$ cat src/hdl/mdsd_pkg.sv
package mdsd_pkg;

    // field widths
    localparam int CMD_W  = 16;
    localparam int DUTY_W = 9;
    localparam int PWM_W  = 8;

    // dead band edge of the mapped duty range
    localparam int DEAD_BAND = 90;

    // max_duty after reset
    localparam logic [PWM_W-1:0] MAX_DUTY_RESET = 8'd200;

    // serial multiplier and divider step counts
    localparam int MUL_STEPS = PWM_W;
    localparam int DIV_STEPS = 2 * PWM_W;

endpackage

$ cat src/hdl/mdsd_if.sv
// speed command channel
interface mdsd_cmd_if;
    logic                                valid;
    logic                                ready;
    logic signed [mdsd_pkg::CMD_W-1:0]   speed_command;

    modport source (output valid, output speed_command, input ready);
    modport sink   (input valid, input speed_command, output ready);
endinterface

// duty result channel
interface mdsd_res_if;
    logic                                valid;
    logic                                ready;
    logic signed [mdsd_pkg::DUTY_W-1:0]  applied_duty;
    logic        [mdsd_pkg::PWM_W-1:0]   pwm_forward;
    logic        [mdsd_pkg::PWM_W-1:0]   pwm_reverse;

    modport source (output valid, output applied_duty, output pwm_forward,
                    output pwm_reverse, input ready);
    modport sink   (input valid, input applied_duty, input pwm_forward,
                    input pwm_reverse, output ready);
endinterface

// max_duty register write channel
interface mdsd_cfg_if;
    logic                                valid;
    logic                                ready;
    logic        [mdsd_pkg::PWM_W-1:0]   max_duty;

    modport source (output valid, output max_duty, input ready);
    modport sink   (input valid, input max_duty, output ready);
endinterface

$ cat src/hdl/motor_duty_slew_deadband_unit.sv
// a nonzero command runs through the multiply, divide and finish states; a command that
// saturates to zero goes from idle straight to the finish state
// a new command is taken only in idle, after the last result is loaded; the shared adder does
// 8 shift-add multiply steps and 16 restoring divide steps in turn
// reset (rst_n, asynchronous, active low): previous duty 0, max_duty 200, sequencer idle,
// no result pending
module motor_duty_slew_deadband_unit (
    input  logic        clk,
    input  logic        rst_n,
    mdsd_cmd_if.sink    cmd,
    mdsd_res_if.source  res,
    mdsd_cfg_if.sink    cfg
);

    typedef enum logic [1:0] {
        ST_IDLE,
        ST_MUL,
        ST_DIV,
        ST_FINISH
    } state_t;

    // sequencer and datapath registers
    state_t                             state_reg,     state_next;
    logic [3:0]                         cnt_reg,       cnt_next;
    logic                               pos_reg,       pos_next;
    logic                               neg_reg,       neg_next;
    logic                               negq_reg,      negq_next;
    logic [15:0]                        prod_reg,      prod_next;
    logic [15:0]                        mcand_reg,     mcand_next;
    logic [7:0]                         mplier_reg,    mplier_next;
    logic [8:0]                         rem_reg,       rem_next;
    logic [15:0]                        quo_reg,       quo_next;
    logic signed [mdsd_pkg::DUTY_W-1:0] prev_reg,      prev_next;
    logic [mdsd_pkg::PWM_W-1:0]         max_duty_reg,  max_duty_next;

    // output register
    logic                               out_valid_reg, out_valid_next;
    logic signed [mdsd_pkg::DUTY_W-1:0] out_duty_reg,  out_duty_next;
    logic [mdsd_pkg::PWM_W-1:0]         out_fwd_reg,   out_fwd_next;
    logic [mdsd_pkg::PWM_W-1:0]         out_rev_reg,   out_rev_next;

    // input side: saturate the command and set up the interpolation operands
    logic signed [16:0] cmd_ext;
    logic signed [16:0] lim_pos;
    logic signed [16:0] lim_neg;
    logic signed [16:0] clamp17;
    logic signed [9:0]  clamp10;
    logic [9:0]         k_wide;
    logic [7:0]         k_val;
    logic [7:0]         amag;
    logic [7:0]         divisor;

    // the one shared adder / subtractor
    logic [16:0] alu_a;
    logic [16:0] alu_b;
    logic        alu_sub;
    logic [16:0] alu_res;
    logic [8:0]  trial;

    // finishing arithmetic
    logic signed [10:0] m11;
    logic signed [10:0] q_s;
    logic signed [10:0] interp_val;
    logic signed [10:0] target_clamped;
    logic signed [10:0] target;
    logic signed [10:0] prev11;
    logic signed [10:0] duty11;
    logic               cmd_take;
    logic               out_load;

    assign cmd_take  = cmd.valid && cmd.ready;
    assign cmd.ready = (state_reg == ST_IDLE);
    assign cfg.ready = 1'b1;

    assign res.valid        = out_valid_reg;
    assign res.applied_duty = out_duty_reg;
    assign res.pwm_forward  = out_fwd_reg;
    assign res.pwm_reverse  = out_rev_reg;

    // saturation to plus or minus max_duty
    assign cmd_ext = {cmd.speed_command[15], cmd.speed_command};
    assign lim_pos = {9'b0, max_duty_reg};
    assign lim_neg = -lim_pos;

    always_comb
    begin
        if (cmd_ext >= lim_pos)
        begin
            clamp17 = lim_pos;
        end
        else if (cmd_ext <= lim_neg)
        begin
            clamp17 = lim_neg;
        end
        else
        begin
            clamp17 = cmd_ext;
        end
    end

    assign clamp10 = clamp17[9:0];

    // offset into the input span: value-1 on the forward side, value+max on the reverse
    assign k_wide = (clamp10 > 10'sd0) ? 10'(clamp10 - 10'sd1)
                                       : 10'(clamp10 + $signed({2'b0, max_duty_reg}));
    assign k_val  = k_wide[7:0];

    // output span magnitude |max - dead band|, its sign kept apart
    assign amag = (max_duty_reg >= 8'(mdsd_pkg::DEAD_BAND))
                ? 8'(max_duty_reg - 8'(mdsd_pkg::DEAD_BAND))
                : 8'(8'(mdsd_pkg::DEAD_BAND) - max_duty_reg);

    // input span; an empty span is handled at the end
    assign divisor = 8'(max_duty_reg - 8'd1);

    // shared adder: accumulates partial products, then does trial subtractions
    assign trial = {rem_reg[7:0], quo_reg[15]};

    always_comb
    begin
        case (state_reg)
            ST_DIV:
            begin
                alu_a   = {8'b0, trial};
                alu_b   = {9'b0, divisor};
                alu_sub = 1'b1;
            end
            default:
            begin
                alu_a   = {1'b0, prod_reg};
                alu_b   = {1'b0, mcand_reg};
                alu_sub = 1'b0;
            end
        endcase
    end

    assign alu_res = alu_a + (alu_sub ? ~alu_b : alu_b) + {16'b0, alu_sub};

    // final interpolation, second saturation, sign guard and slew
    assign m11 = {3'b0, max_duty_reg};
    assign q_s = negq_reg ? -$signed({3'b0, quo_reg[7:0]}) : $signed({3'b0, quo_reg[7:0]});

    always_comb
    begin
        if (!pos_reg && !neg_reg)
        begin
            interp_val = 11'sd0;
        end
        else if (max_duty_reg == 8'd1)
        begin
            // empty input span: take the lower end of the output span
            interp_val = pos_reg ? 11'(mdsd_pkg::DEAD_BAND) : -11'sd1;
        end
        else if (pos_reg)
        begin
            interp_val = q_s + 11'(mdsd_pkg::DEAD_BAND);
        end
        else
        begin
            interp_val = q_s - m11;
        end
    end

    always_comb
    begin
        if (interp_val >= m11)
        begin
            target_clamped = m11;
        end
        else if (interp_val <= -m11)
        begin
            target_clamped = -m11;
        end
        else
        begin
            target_clamped = interp_val;
        end
    end

    assign prev11 = 11'(prev_reg);

    // a reversal first passes through zero
    assign target = ((prev11 < 11'sd0 && target_clamped > 11'sd0) ||
                     (prev11 > 11'sd0 && target_clamped < 11'sd0))
                  ? 11'sd0 : target_clamped;

    always_comb
    begin
        if (target > prev11 + 11'sd1)
        begin
            duty11 = prev11 + 11'sd1;
        end
        else if (target < prev11 - 11'sd1)
        begin
            duty11 = prev11 - 11'sd1;
        end
        else
        begin
            duty11 = target;
        end
    end

    // result goes out once the output register is free
    assign out_load = (state_reg == ST_FINISH) && (!out_valid_reg || res.ready);

    // sequencer
    always_comb
    begin
        state_next     = state_reg;
        cnt_next       = cnt_reg;
        pos_next       = pos_reg;
        neg_next       = neg_reg;
        negq_next      = negq_reg;
        prod_next      = prod_reg;
        mcand_next     = mcand_reg;
        mplier_next    = mplier_reg;
        rem_next       = rem_reg;
        quo_next       = quo_reg;
        prev_next      = prev_reg;
        max_duty_next  = max_duty_reg;
        out_valid_next = out_valid_reg;
        out_duty_next  = out_duty_reg;
        out_fwd_next   = out_fwd_reg;
        out_rev_next   = out_rev_reg;

        if (cfg.valid && cfg.ready)
        begin
            max_duty_next = cfg.max_duty;
        end

        if (out_valid_reg && res.ready)
        begin
            out_valid_next = 1'b0;
        end

        case (state_reg)
            ST_IDLE:
            begin
                if (cmd_take)
                begin
                    pos_next    = (clamp10 > 10'sd0);
                    neg_next    = (clamp10 < 10'sd0);
                    negq_next   = (max_duty_reg < 8'(mdsd_pkg::DEAD_BAND));
                    prod_next   = 16'd0;
                    mcand_next  = {8'b0, k_val};
                    mplier_next = amag;
                    cnt_next    = 4'd0;
                    state_next  = (clamp10 == 10'sd0) ? ST_FINISH : ST_MUL;
                end
            end
            ST_MUL:
            begin
                // shift-add: one multiplier bit a cycle
                if (mplier_reg[0])
                begin
                    prod_next = alu_res[15:0];
                end
                mcand_next  = {mcand_reg[14:0], 1'b0};
                mplier_next = {1'b0, mplier_reg[7:1]};
                cnt_next    = 4'(cnt_reg + 4'd1);
                if (cnt_reg == 4'(mdsd_pkg::MUL_STEPS - 1))
                begin
                    quo_next   = mplier_reg[0] ? alu_res[15:0] : prod_reg;
                    rem_next   = 9'd0;
                    cnt_next   = 4'd0;
                    state_next = ST_DIV;
                end
            end
            ST_DIV:
            begin
                // restoring division: one quotient bit a cycle
                rem_next = alu_res[16] ? trial : alu_res[8:0];
                quo_next = {quo_reg[14:0], ~alu_res[16]};
                cnt_next = 4'(cnt_reg + 4'd1);
                if (cnt_reg == 4'(mdsd_pkg::DIV_STEPS - 1))
                begin
                    state_next = ST_FINISH;
                end
            end
            ST_FINISH:
            begin
                if (out_load)
                begin
                    prev_next      = duty11[8:0];
                    out_valid_next = 1'b1;
                    out_duty_next  = duty11[8:0];
                    out_fwd_next   = 8'd0;
                    out_rev_next   = 8'd0;
                    if (duty11 > 11'sd0)
                    begin
                        out_fwd_next = (duty11 > m11) ? max_duty_reg : duty11[7:0];
                    end
                    else if (duty11 < 11'sd0)
                    begin
                        out_rev_next = (-duty11 > m11) ? max_duty_reg : 8'(-duty11);
                    end
                    state_next = ST_IDLE;
                end
            end
            default:
            begin
                state_next = ST_IDLE;
            end
        endcase
    end

    always_ff @(posedge clk or negedge rst_n)
    begin
        if (!rst_n)
        begin
            state_reg     <= ST_IDLE;
            cnt_reg       <= 4'd0;
            pos_reg       <= 1'b0;
            neg_reg       <= 1'b0;
            negq_reg      <= 1'b0;
            prod_reg      <= 16'd0;
            mcand_reg     <= 16'd0;
            mplier_reg    <= 8'd0;
            rem_reg       <= 9'd0;
            quo_reg       <= 16'd0;
            prev_reg      <= '0;
            max_duty_reg  <= mdsd_pkg::MAX_DUTY_RESET;
            out_valid_reg <= 1'b0;
            out_duty_reg  <= '0;
            out_fwd_reg   <= '0;
            out_rev_reg   <= '0;
        end
        else
        begin
            state_reg     <= state_next;
            cnt_reg       <= cnt_next;
            pos_reg       <= pos_next;
            neg_reg       <= neg_next;
            negq_reg      <= negq_next;
            prod_reg      <= prod_next;
            mcand_reg     <= mcand_next;
            mplier_reg    <= mplier_next;
            rem_reg       <= rem_next;
            quo_reg       <= quo_next;
            prev_reg      <= prev_next;
            max_duty_reg  <= max_duty_next;
            out_valid_reg <= out_valid_next;
            out_duty_reg  <= out_duty_next;
            out_fwd_reg   <= out_fwd_next;
            out_rev_reg   <= out_rev_next;
        end
    end

`ifndef NO_ASSERTIONS
    // duty never moves more than one step per transaction
    a_slew_step: assert property (@(posedge clk) disable iff (!rst_n)
        out_load |-> ((duty11 - prev11) == 11'sd1 || (duty11 - prev11) == 11'sd0 ||
                      (duty11 - prev11) == -11'sd1))
        else $error("duty slewed by more than one step");

    // both bridge legs never driven at once
    a_legs_exclusive: assert property (@(posedge clk) disable iff (!rst_n)
        res.valid |-> (res.pwm_forward == 8'd0 || res.pwm_reverse == 8'd0))
        else $error("forward and reverse legs both driven");

    // forward level only with a positive duty, reverse only with a negative one
    a_leg_sign: assert property (@(posedge clk) disable iff (!rst_n)
        res.valid |-> ((res.pwm_forward == 8'd0 || res.applied_duty > 9'sd0) &&
                       (res.pwm_reverse == 8'd0 || res.applied_duty < 9'sd0)))
        else $error("bridge leg level disagrees with duty sign");

    // the stored duty follows each delivered result
    a_prev_tracks: assert property (@(posedge clk) disable iff (!rst_n)
        out_load |=> (prev_reg == res.applied_duty && res.valid))
        else $error("previous duty does not match the result");
`endif

endmodule
$ cat src/flat_wrapper.sv
// flat-port wrapper written by rule: the top's interface ports become plain ports
module motor_duty_slew_deadband_unit_flat 
  (clk, rst_n, cmd_valid, cmd_speed_command, cmd_ready, res_valid, res_applied_duty, res_pwm_forward, res_pwm_reverse, res_ready, cfg_valid, cfg_max_duty, cfg_ready);
  mdsd_cmd_if cmd_i ();
  mdsd_res_if res_i ();
  mdsd_cfg_if cfg_i ();
  input  logic clk;
  input  logic rst_n;
  input wire logic [$bits(cmd_i.valid)-1:0] cmd_valid;
  input wire logic [$bits(cmd_i.speed_command)-1:0] cmd_speed_command;
  output wire logic [$bits(cmd_i.ready)-1:0] cmd_ready;
  output wire logic [$bits(res_i.valid)-1:0] res_valid;
  output wire logic [$bits(res_i.applied_duty)-1:0] res_applied_duty;
  output wire logic [$bits(res_i.pwm_forward)-1:0] res_pwm_forward;
  output wire logic [$bits(res_i.pwm_reverse)-1:0] res_pwm_reverse;
  input wire logic [$bits(res_i.ready)-1:0] res_ready;
  input wire logic [$bits(cfg_i.valid)-1:0] cfg_valid;
  input wire logic [$bits(cfg_i.max_duty)-1:0] cfg_max_duty;
  output wire logic [$bits(cfg_i.ready)-1:0] cfg_ready;
  assign cmd_i.valid = cmd_valid;
  assign cmd_i.speed_command = cmd_speed_command;
  assign cmd_ready = cmd_i.ready;
  assign res_valid = res_i.valid;
  assign res_applied_duty = res_i.applied_duty;
  assign res_pwm_forward = res_i.pwm_forward;
  assign res_pwm_reverse = res_i.pwm_reverse;
  assign res_i.ready = res_ready;
  assign cfg_i.valid = cfg_valid;
  assign cfg_i.max_duty = cfg_max_duty;
  assign cfg_ready = cfg_i.ready;
  motor_duty_slew_deadband_unit u_core (.clk(clk), .rst_n(rst_n), .cmd(cmd_i), .res(res_i), .cfg(cfg_i));
endmodule
$ cat config.mk
export PLATFORM = sky130hd
export DESIGN_NAME = motor_duty_slew_deadband_unit_flat
export DESIGN_NICKNAME = d
export VERILOG_FILES = /design/src/hdl/mdsd_pkg.sv /design/src/hdl/mdsd_if.sv /design/src/hdl/motor_duty_slew_deadband_unit.sv /design/src/flat_wrapper.sv
export SDC_FILE = /design/constraint.sdc
export NUM_CORES = 1
export LEC_CHECK = 0
export BUFFER_PORTS_ARGS = -buffer_cell sky130_fd_sc_hd__buf_2
export CAP_MARGIN = 10
export CORE_MARGIN = 2
export CORE_UTILIZATION = 56
export CTS_BUF_LIST = sky130_fd_sc_hd__clkbuf_8
export CTS_CLUSTER_SIZE = 30
export DETAILED_ROUTE_END_ITERATION = 10
export PLACE_DENSITY = 0.83
export RECOVER_POWER = 25
export REMOVE_ABC_BUFFERS = 1
export SLEW_MARGIN = 20
export SYNTH_ARGS = -nofsm -noshare
export SYNTH_HDL_FRONTEND = slang
export SYNTH_SLANG_ARGS = --single-unit
$ cat constraint.sdc
create_clock -name clk -period 9.7 [get_ports clk]
set_input_delay 1.94 -clock clk [delete_from_list [all_inputs] [get_ports clk]]
set_output_delay 1.94 -clock clk [all_outputs]
set_load 0.03 [all_outputs]
# Word level (Yosys, flattened, before mapping)
# Index checks and enable logic that the tools add are counted.
dict set report classes {
  n_mux 47
  bitwise_logic 2
  eq_ne 10
  n_addsub 16
  magnitude_cmp 18
  n_reduce_logical 22
}
# operator n
set ops {}
lappend ops {{$mux W11} 10}
lappend ops {{$mux W16} 6}
lappend ops {{$pmux W16 S2} 3}
lappend ops {{$mux W8} 10}
lappend ops {{$pmux W8 S2} 2}
lappend ops {{$gt A11 B1 Y1 const B} 2}
lappend ops {{$gt A11 B9 Y1} 2}
lappend ops {{$lt A11 B1 Y1 const B} 2}
lappend ops {{$neg A8 Y11} 2}
lappend ops {{$mux W10} 2}
lappend ops {{$add A16 B17 Y17} 1}
lappend ops {{$add A17 B1 Y17} 1}
lappend ops {{$le A16 B17 Y1} 1}
lappend ops {{$mux W17} 1}
lappend ops {{$neg A8 Y17} 1}
lappend ops {{$not A16 Y17} 1}
lappend ops {{$ge A16 B9 Y1} 1}
lappend ops {{$pmux W4 S3} 1}
lappend ops {{$add A11 B8 Y11 const B} 1}
lappend ops {{$ge A11 B9 Y1} 1}
lappend ops {{$gt A11 B11 Y1} 1}
lappend ops {{$le A11 B11 Y1} 1}
lappend ops {{$lt A11 B11 Y1} 1}
lappend ops {{$neg A11 Y11} 1}
lappend ops {{36 further kinds} 60}
dict set report totals {
  output_inout_bits 28
  input_bits 29
  regBits 107
  word_cells 130
}

# Depth between registers and ports, before layout
# Gate-level depths: netlist (run 1).
dict set report depth {
  word_depth 21
  mapped_depth 54
}

# Worst setup path before layout (run 1)
# OpenSTA, ideal clock, no wires.
dict set report synth_timing {
  kind {flip-flop to flip-flop}
  start {reg u_core.quo_reg[3]}
  end {reg u_core.out_rev_reg (netlist bit u_core.res.pwm_reverse[0])}
  t_arrival_ns 10.154
  slack_ns -0.583
  path_buffers 4
  stages_incl_launch_ff 49
  cell_sequence {dfrtp_1 > buf_6 > or4_4 > buf_6 > o21ai_1 > xnor2_1 > ha_1 > a2111oi_0 > a21oi_1 > o21ai_0 > nor3b_1 > or3_1 > inv_1 > ha_1 > or3b_2 > a211oi_1 > nand2b_1 > o21ai_0 > [... 13 more ...] > a21oi_1 > a2bb2oi_1 > inv_1 > a221oi_2 > a211oi_1 > buf_2 > a221oi_1 > ha_1 > inv_1 > nand4bb_4 > xnor2_1 > ha_1 > nand4_1 > nor4_1 > a21oi_1 > a21oi_4 > mux2i_1 > o21ai_1}
}
dict set report synth_between {
  elab_chain_len 21
  elab_cells_between_ends 28
  cone_classes {4 x add/sub; 9 x order compare; 12 x mux; 3 x reduce/logical}
}
# item line
set synth_rtl {}
lappend synth_rtl {{from (decl)} motor_duty_slew_deadband_unit.sv:32} ;# logic [15:0] quo_reg, quo_next;
lappend synth_rtl {{from (signal assigned)} motor_duty_slew_deadband_unit.sv:339} ;# quo_reg <= quo_next;
lappend synth_rtl {{$neg A8 Y11} motor_duty_slew_deadband_unit.sv:141} ;# assign q_s = negq_reg ? -$signed({3'b0, quo_reg[7:0]}) : $signed({3'b0, quo_reg[7:0]});
lappend synth_rtl {{$mux W11 (*)} motor_duty_slew_deadband_unit.sv:141}
lappend synth_rtl {{$sub A11 B9 Y11 or $add A11 B8 Y11 (tied branches)} {motor_duty_slew_deadband_unit.sv:160, motor_duty_slew_deadband_unit.sv:156}}
lappend synth_rtl {{$mux W11 (*)} motor_duty_slew_deadband_unit.sv:154} ;# else if (pos_reg)
lappend synth_rtl {{$mux W11 (*)} motor_duty_slew_deadband_unit.sv:149} ;# else if (max_duty_reg == 8'd1)
lappend synth_rtl {{$mux W11 (*)} motor_duty_slew_deadband_unit.sv:145} ;# if (!pos_reg && !neg_reg)
lappend synth_rtl {{$le A11 B11 Y1} motor_duty_slew_deadband_unit.sv:170} ;# else if (interp_val <= -m11)
lappend synth_rtl {{$mux W11} motor_duty_slew_deadband_unit.sv:170}
lappend synth_rtl {{[... 5 more ...]} -}
lappend synth_rtl {{$lt A11 B11 Y1} motor_duty_slew_deadband_unit.sv:193} ;# else if (target < prev11 - 11'sd1)
lappend synth_rtl {{$mux W11} motor_duty_slew_deadband_unit.sv:193}
lappend synth_rtl {{$mux W11 (*)} motor_duty_slew_deadband_unit.sv:189} ;# if (target > prev11 + 11'sd1)
lappend synth_rtl {{$neg A11 Y11} motor_duty_slew_deadband_unit.sv:295} ;# out_rev_next = (-duty11 > m11) ? max_duty_reg : 8'(-duty11);
lappend synth_rtl {{$gt A11 B9 Y1} motor_duty_slew_deadband_unit.sv:295}
lappend synth_rtl {{$mux W8} motor_duty_slew_deadband_unit.sv:295}
lappend synth_rtl {{$mux W8} motor_duty_slew_deadband_unit.sv:293} ;# else if (duty11 < 11'sd0)
lappend synth_rtl {{$mux W8 (*)} motor_duty_slew_deadband_unit.sv:289} ;# if (duty11 > 11'sd0)
lappend synth_rtl {{to (signal assigned)} motor_duty_slew_deadband_unit.sv:345} ;# out_rev_reg <= out_rev_next;
lappend synth_rtl {{to (decl)} motor_duty_slew_deadband_unit.sv:40} ;# logic [mdsd_pkg::PWM_W-1:0] out_rev_reg, out_rev_next;
# Mark *: on every way between the ends. The rest lies on a longest branch, timed or not.
# A chain may end at the register's enable or synchronous reset.

# Worst setup path after layout (run 1)
dict set report layout_timing {
  start {reg u_core.quo_reg[4]}
  end {reg u_core.out_rev_reg (netlist bit u_core.res.pwm_reverse[1])}
}
dict set report layout_between {
  elab_chain_len 21
  elab_cells_between_ends 28
  cone_classes {4 x add/sub; 9 x order compare; 12 x mux; 3 x reduce/logical}
}
# item line
set layout_rtl {}
lappend layout_rtl {{$neg A8 Y11} motor_duty_slew_deadband_unit.sv:141}
lappend layout_rtl {{$mux W11 (*)} motor_duty_slew_deadband_unit.sv:141}
lappend layout_rtl {{$sub A11 B9 Y11 or $add A11 B8 Y11 (tied branches)} {motor_duty_slew_deadband_unit.sv:160, motor_duty_slew_deadband_unit.sv:156}}
lappend layout_rtl {{$mux W11 (*)} motor_duty_slew_deadband_unit.sv:154}
lappend layout_rtl {{$mux W11 (*)} motor_duty_slew_deadband_unit.sv:149}
lappend layout_rtl {{$mux W11 (*)} motor_duty_slew_deadband_unit.sv:145}
lappend layout_rtl {{$le A11 B11 Y1} motor_duty_slew_deadband_unit.sv:170}
lappend layout_rtl {{$mux W11} motor_duty_slew_deadband_unit.sv:170}
lappend layout_rtl {{[... 6 more ...]} -}
lappend layout_rtl {{$mux W11} motor_duty_slew_deadband_unit.sv:193}
lappend layout_rtl {{$mux W11 (*)} motor_duty_slew_deadband_unit.sv:189}
lappend layout_rtl {{net u_core.duty11[2]} motor_duty_slew_deadband_unit.sv:67} ;# logic signed [10:0] duty11;
lappend layout_rtl {{$neg A11 Y11} motor_duty_slew_deadband_unit.sv:295}
lappend layout_rtl {{$gt A11 B9 Y1} motor_duty_slew_deadband_unit.sv:295}
lappend layout_rtl {{$mux W8} motor_duty_slew_deadband_unit.sv:295}
lappend layout_rtl {{$mux W8} motor_duty_slew_deadband_unit.sv:293}
lappend layout_rtl {{$mux W8 (*)} motor_duty_slew_deadband_unit.sv:289}
# Mark *: on every way through the listed nets, which the timed path passes. The rest lies on a longest branch.

==> flow_summary.yaml, run 1 <==
finish:
  areaGrowthSynthToFinish_pct: 17.1
  drive_gt1_share_pct: 21.7
  fin_nets: 1623
  n_antenna_cell: 0
  fin_util_pct: 67.1
  final.fill_count: 1560
  seq_area_um2: 2680
  multi_input_area_um2: 7880
clock_network:
  clock-root-buffer: "clkbuf_8"
  clk_latency_ns: 0.39
  h-tree-depth: 3
  clock_sinks: 107
  clk_pin_slew_ns: 0.11
  cts_made_buffers: 9
  cts_tree: "yes"
  clock_path_buffers: 2
  holdBufCountCts: 0
floorplanning:
  die_area_um2: 20400
  core_area_um2: 18800
  core.rowCount: 50
  die_x_um: 143
  start_util_pct: 57.3
  die_y_um: 143
  ios: 57
critical_path:
  end_kind: "flop"
  regToRegStartpoint: "u_core.quo_reg[4]"
  cp.arrival_ns: 9.69
  required_ns: 9.98
  startpoint_type: "flop"
  critPathKind: "reg2reg"
  max_stage_delay_ns: 0.56
  crit_start: "u_core.quo_reg[4]"
  crit_top_cell: "o21ai_1"
  slowest_stage: "or4_4"
  critPathMaxFanout: 8
yosys:
  synthArstFlopShare_pct: 100
  synthFlopType: "dfrtp_1"
  yosys.area.top_type: "dfrtp_1"
  synth_top_area_share_pct: 24.1
  synth_edf_count: 0
  synth_area_um2: 10800
  ys_seq_area_share_pct: 24.8
  synth.most_common_cell: "nand2_1"
  syn_area_per_cell_um2: 8.07
  synth_warnings: 0
  synth_common_cells: "nand2_1 (141), o21ai_0 (134), ha_1 (122)"
  synth_cell_types: 94
  synth-seq-cells: 107
  synth.area.top_cells: "dfrtp_1 (24%), ha_1 (14%), o21ai_0 (6.2%)"
  synth_cells: 1337
timing:
  max_freq_ghz: 0.106
  worstMarginPinSlew_ns: 2.27
  setup_viol: 0
  finalHoldViolations: 0
  rsz0062_at_grt: "yes"
  fin_crit_sh_pct: 97.0
  fin_tns_setup_ns: 0
  holdWs_ns: 0.497
  skew_ns: 0.0144
  drv_slew: 44
  fin_crit_ns: 9.41
  slew-limit-headroom_pct: -51.5
  worst_slack_ns: 0.294
grt:
  grt_pass1_vias: 10046
  overflow: 0
  antenna_found_initial: 0
  grt_max_degree: 66
  grt_pass1_wl_um: 50900
  grt_util_all_layers_pct: 31.2
placement:
  dpl.hpwl_um: 24200
  place_congestion: 0.955
  dpl_worst_slack_ns: -0.216
  port_buffers: 55
flow_run:
  drv_cap: 1
outcome:
  violations: "capacitance limit, slew limit"
  status: "complete, but fails checks"
drt:
  drt-pass1-iter-count: 5
  drt-wirelength-per-cell_um: 18.6
  wl_um: 32300
  dr_total_vias: 10624
  drt_first_iter_violations: 922
  drc: 0
  ant_nets: 0
  via_per_inst: 6.13
hold_path:
  hp-class: "reg2reg"
  worstHoldStart: "u_core.mplier_reg[4]"
[final cells by class]
class / instances / share of cell area (%)
clock buffers: 9 / 0.980
inverters: 94 / 2.79
flip-flops and latches: 107 / 21.2
multi-input cells: 1076 / 62.3
repair buffers: 181 / 9.76
well taps: 260 / 2.57
clock inverters: 7 / 0.406
[cells in the final DEF (no fill, tap or decap), types with 8 or more instances in the layout]
cell and instances:
buf_2 52, or2_2 18, nor2_1 94, nand2b_1 18
nand3_1 23, o21ai_0 119, nand4_1 19, a22o_1 9
xor2_1 14, ha_1 116, o21ai_1 22, a21oi_1 82
xnor2_1 37, and3_1 8, a21o_1 19, buf_4 122
inv_1 88, mux2_2 25, dfrtp_1 104, nor2b_1 33
nand2_1 139, nor3_1 19, o211ai_1 8, o21a_1 14
nor4_1 10, mux2i_1 47, a32oi_1 8, clkbuf_8 9
[worst paths after layout]
path,endpoint,slack [ns],cells after the start
max,u_core.res.pwm_reverse[1],0.29,51
min,u_core.mplier_reg[4],0.50,2
max reg2reg,u_core.res.pwm_reverse[1],0.29,51
min reg2reg,u_core.mplier_reg[4],0.50,2
max in group asynchronous,u_core.mplier_reg[1],5.66,2
min in group asynchronous,u_core.prod_reg[11],2.22,1
[per-layer routing]
metal	vias to the layer above	part of all wire, %	routed length (um)	global-route usage (%)
met5	-	0	0	0
met4	0	4.4	1410	12.5
met3	121	6.6	2130	5.06
met2	416	48	15500	52.8
met1	5008	41	13200	39.9
li1	5079	-	-	-
[worst max-delay path: cells and delay by family, from the launching register on]
family	cells	cell delay, ns
AOI/OAI and AO/OA	24	4.04
xor gates and xnor gates	2	0.30
adders and majority gates	4	1.21
buffers and inverters	7	1.00
DFF	1	0.39
muxes	1	0.17
and+or+nand+nor	13	2.17
[timing repair]
item,4_1_cts,5_1_grt
endpoints found under the setup margin,16,16
pin swaps,0,51
setup buffers,0,23
gates resized for setup,6,75
[stage by stage]
stage               instance area, um2  instances
floorplan                        10500       1277
global placement                 11900       1695
detailed placement               11900       1695
CTS                              12100       1711
global route                     12600       1734
finish                           12600       1734
[kinds of logic (layout without fill, tap and decap cells)]
group / Yosys count / in the layout / share of synthesized area [%]
AOI/OAI and AO/OA: 398 / 398 / 23.7
DFF: 107 / 107 / 24.8
and+or+nand+nor: 422 / 422 / 19.3
buffers and inverters: 154 / 291 / 5.66
xor gates and xnor gates: 55 / 55 / 4.46
adders and majority gates: 125 / 125 / 14.7
muxes: 75 / 75 / 7.28
other: 1 / 1 / 0.0347
Power of run 1 is left out: the tool's default activity adds up to more than one toggle a clock period on the data nets, which glitch-free logic cannot reach.
==> run 2: changes to the inputs <==
--- a/config.mk
+++ b/config.mk
@@ -7,7 +7,7 @@
 export LEC_CHECK = 0
 export BUFFER_PORTS_ARGS = -buffer_cell sky130_fd_sc_hd__buf_2
 export CAP_MARGIN = 10
-export CORE_MARGIN = 2
+export CORE_MARGIN = 8
 export CORE_UTILIZATION = 56
 export CTS_BUF_LIST = sky130_fd_sc_hd__clkbuf_8
 export CTS_CLUSTER_SIZE = 30
==> flow_summary.yaml, run 2 (same netlist as run 1, synthesis figures left out) <==
clock_network:
  cts_tree: "yes"
  clk_pin_slew_ns: 0.11
  clock_path_buffers: 2
  clock-root-buffer: "clkbuf_8"
  holdBufCountCts: 0
  h-tree-depth: 3
  clk_latency_ns: 0.40
  cts_made_buffers: 9
  clock_sinks: 107
critical_path:
  cp.arrival_ns: 9.93
  startpoint_type: "flop"
  slowest_stage: "dfrtp_1"
  rrSetupSlack_ns: 0.06
  critPathMaxFanout: 8
  critPathKind: "reg2reg"
  required_ns: 9.98
  end_kind: "flop"
  max_stage_delay_ns: 0.44
finish:
  layout_common_cells: "nand2_1 (140), o21ai_0 (122), ha_1 (114), dfrtp_1 (104), buf_4 (101)"
  seq_area_um2: 2680
  final.fill_count: 1529
  layout_commonest_cell: "nand2_1"
  drive_gt1_share_pct: 21.1
  areaGrowthSynthToFinish_pct: 16.1
  multi_input_area_um2: 7880
  fin_nets: 1606
  design_area_um2: 12500
  n_antenna_cell: 0
drt:
  drt-wirelength-per-cell_um: 19.2
  dr_total_vias: 10758
  drt_first_iter_violations: 744
  drt-pass1-iter-count: 6
  drc: 0
  wl_um: 33000
  ant_nets: 0
  via_per_inst: 6.27
timing:
  setup_viol: 0
  holdWs_ns: 0.489
  fin_crit_ns: 9.64
  finalHoldViolations: 0
  fin_tns_setup_ns: 0
  worstMarginPinSlew_ns: 1.96
  drv_slew: 73
  worst_slack_ns: 0.0563
  slew-limit-headroom_pct: -31.0
  max_freq_ghz: 0.104
  fin_crit_sh_pct: 99.4
  skew_ns: 0.0230
  rsz0062_at_grt: "yes"
outcome:
  status: "complete, but fails checks"
  violations: "capacitance limit, slew limit"
floorplanning:
  die_area_um2: 24000
  ios: 57
  die_y_um: 155
  core.rowCount: 50
  core_area_um2: 18800
  die_x_um: 155
  start_util_pct: 57.3
placement:
  dpl_worst_slack_ns: -0.297
  place_congestion: 1.03
  port_buffers: 55
  post_dp_cell_area_um2: 11800
  dpl.hpwl_um: 24300
flow_run:
  drv_cap: 2
grt:
  overflow: 0
  grt_pass1_vias: 10430
  grt_pass1_wl_um: 51800
  grt_max_degree: 72
  grt_util_all_layers_pct: 26.2
  antenna_found_initial: 1
hold_path:
  hp-class: "reg2reg"
run 2: cell types whose count changed in the layout (fill, tap and decap cells not counted), moves of 3 or more:
cell and delta:
buf_4 -21, o21ai_1 -4, mux2i_1 -3, buf_6 +3, o21ai_0 +3, mux2i_2 +3
run 2: what timing repair did:
item | 4_1_cts | 5_1_grt
setup buffers | 0 | 27
pin swaps | 1 | 60
gates cloned | 0 | 0
gates resized for setup | 9 | 75
endpoints found under the setup margin | 16 | 16
run 2: worst max-delay path, delay by kind of cell (launching register included):
kind                     cells  cell delay [ns]
adder cells (fa/ha/maj)      4             1.25
XOR/XNOR                     2             0.52
buffers and inverters        7             1.00
multiplexers                 3             0.68
AND/OR/NAND/NOR              8             0.97
flip-flops                   1             0.44
AO/OA/AOI/OAI               27             4.66
run 2: cell type report:
cell class	count	share of cell area [%]
inverters	94	2.81
clock inverters	7	0.469
repair buffers	164	8.88
flip-flops and latches	107	21.4
well taps	260	2.59
clock buffers	9	0.988
multi-input cells	1076	62.9
run 2: final timing paths:
path	start	to	cells after the start
min reg2reg	u_core.mplier_reg[4]	u_core.mplier_reg[4]	2
min	u_core.mplier_reg[4]	u_core.mplier_reg[4]	2
max	u_core.quo_reg[1]	u_core.res.pwm_reverse[7]	51
max reg2reg	u_core.quo_reg[1]	u_core.res.pwm_reverse[7]	51
max in group asynchronous	rst_n	u_core.mplier_reg[7]	2
min in group asynchronous	rst_n	u_core.quo_reg[10]	1
run 2: per-layer routing:
| metal | vias up | wire length (um) | track usage (%) |
|---|---|---|---|
| li1 | 5031 | - | - |
| met1 | 5070 | 12900 | 31.3 |
| met2 | 534 | 16200 | 45.3 |
| met3 | 121 | 2470 | 4.49 |
| met4 | 2 | 1430 | 12.2 |
| met5 | - | 10 | 0 |
run 2: metrics by stage:
| step | std cells | util (%) |
|---|---|---|
| finish | 1717 | 66.6 |
| global route | 1717 | 66.6 |
| CTS | 1690 | 63.7 |
| detailed placement | 1674 | 62.5 |
| global placement | 1674 | 62.5 |
| floorplan | 1277 | - |
Power of run 2 is left out for the same reason.
==> run 3: changes to the inputs <==
--- a/config.mk
+++ b/config.mk
@@ -13,7 +13,7 @@
 export CTS_CLUSTER_SIZE = 30
 export DETAILED_ROUTE_END_ITERATION = 10
 export PLACE_DENSITY = 0.83
-export RECOVER_POWER = 25
+export RECOVER_POWER = 100
 export REMOVE_ABC_BUFFERS = 1
 export SLEW_MARGIN = 20
 export SYNTH_ARGS = -nofsm -noshare
==> flow_summary.yaml, run 3 (same netlist as run 1, synthesis figures left out) <==
floorplanning:
  core_area_um2: 18800
  die_area_um2: 24000
  ios: 57
  core.rowCount: 50
  die_x_um: 155
  start_util_pct: 57.3
  die_y_um: 155
timing:
  skew_ns: 0.0221
  slew-limit-headroom_pct: -157
  rsz0062_at_grt: "yes"
  fin_crit_sh_pct: 99.5
  worstMarginPinSlew_ns: 3.86
  drv_slew: 145
  finalHoldViolations: 0
  fin_crit_ns: 9.65
  setup_viol: 0
  max_freq_ghz: 0.104
critical_path:
  end_kind: "flop"
  startpoint_type: "flop"
  critPathKind: "reg2reg"
  slowest_stage: "dfrtp_1"
  cp.arrival_ns: 9.94
  critPathMaxFanout: 8
  required_ns: 9.99
  max_stage_delay_ns: 0.44
clock_network:
  clk_pin_slew_ns: 0.11
  clock_sinks: 107
  clock-root-buffer: "clkbuf_8"
  clk_latency_ns: 0.40
  cts_tree: "yes"
  h-tree-depth: 3
  cts_made_buffers: 9
  holdBufCountCts: 0
  clock_path_buffers: 2
finish:
  seq_area_um2: 2680
  fin_cells: 1717
  final.fill_count: 1539
  n_antenna_cell: 0
  areaGrowthSynthToFinish_pct: 15.8
  drive_gt1_share_pct: 19.4
  fin_nets: 1606
  layout_common_cells: "nand2_1 (140), o21ai_0 (122), ha_1 (115), dfrtp_1 (104), buf_4 (100)"
  layout_commonest_cell: "nand2_1"
  multi_input_area_um2: 7880
hold_path:
  hp-class: "reg2reg"
flow_run:
  drv_cap: 3
drt:
  wl_um: 33100
  via_per_inst: 6.27
  drt_first_iter_violations: 733
  ant_nets: 0
  drt-wirelength-per-cell_um: 19.3
  drt-pass1-iter-count: 5
  dr_total_vias: 10766
  drc: 0
grt:
  grt_pass1_wl_um: 51800
  antenna_found_initial: 1
  grt_util_all_layers_pct: 26.2
  grt_pass1_vias: 10430
  overflow: 0
  grt_max_degree: 72
placement:
  dpl.hpwl_um: 24300
  place_congestion: 1.03
  place_inst: 1674
  port_buffers: 55
outcome:
  status: "complete, but fails checks"
  violations: "capacitance limit, slew limit"
==> run 3: repair_timing <==
| action | CTS | global route |
|---|---|---|
| resized for setup | 9 | 75 |
| setup endpoints to repair | 16 | 16 |
| setup buffers | 0 | 27 |
| pin swaps | 1 | 60 |
==> run 3: routing by layer <==
metal / routed length [um] / track usage [%]
met1: 13100 / 31.3
met2: 16200 / 45.3
met3: 2330 / 4.49
met4: 1460 / 12.2
met5: 11 / 0
==> run 3: metrics by stage <==
step	setup TNS [ns]	utilization (%)	setup slack, ns	area, um2	hold slack, ns
detailed placement	-2.72	62.5	-0.297	11800	0.468
global route	-3.98	66.4	-0.367	12500	0.519
floorplan	-25.19	-	-1.58	10500	0.444
finish	0	66.4	0.0481	12500	0.490
CTS	0	63.7	0.000823	12000	0.491
global placement	0	62.5	0.113	11800	0.463
==> run 3: area by class of cell <==
class | count | share of cell area (%)
Tap cell | 260 | 2.60
Clock inverter | 7 | 0.470
Inverter | 94 | 2.82
Sequential cell | 107 | 21.4
Multi-Input combinational cell | 1076 | 63.0
Clock buffer | 9 | 0.991
Timing Repair Buffer | 164 | 8.66
==> run 3: worst max-delay path: cells and delay by family (launching register included) <==
family          cells  cell delay, ns
fa+ha+maj           4            1.29
compound gates     24            4.17
xor+xnor            2            0.47
mux                 4            0.98
flops               1            0.44
buf+inv             8            1.19
simple gates        6            1.00
==> run 3: worst paths after layout <==
path / start / end / slack (ns) / depth (start not counted)
max: u_core.quo_reg[1] / u_core.res.pwm_reverse[7] / 0.05 / 48
min: u_core.mplier_reg[4] / u_core.mplier_reg[4] / 0.49 / 2
max reg2reg: u_core.quo_reg[1] / u_core.res.pwm_reverse[7] / 0.05 / 48
min reg2reg: u_core.mplier_reg[4] / u_core.mplier_reg[4] / 0.49 / 2
max in group asynchronous: rst_n / u_core.mplier_reg[7] / 3.14 / 2
min in group asynchronous: rst_n / u_core.quo_reg[10] / 2.08 / 1
Power of run 3 is left out for the same reason.
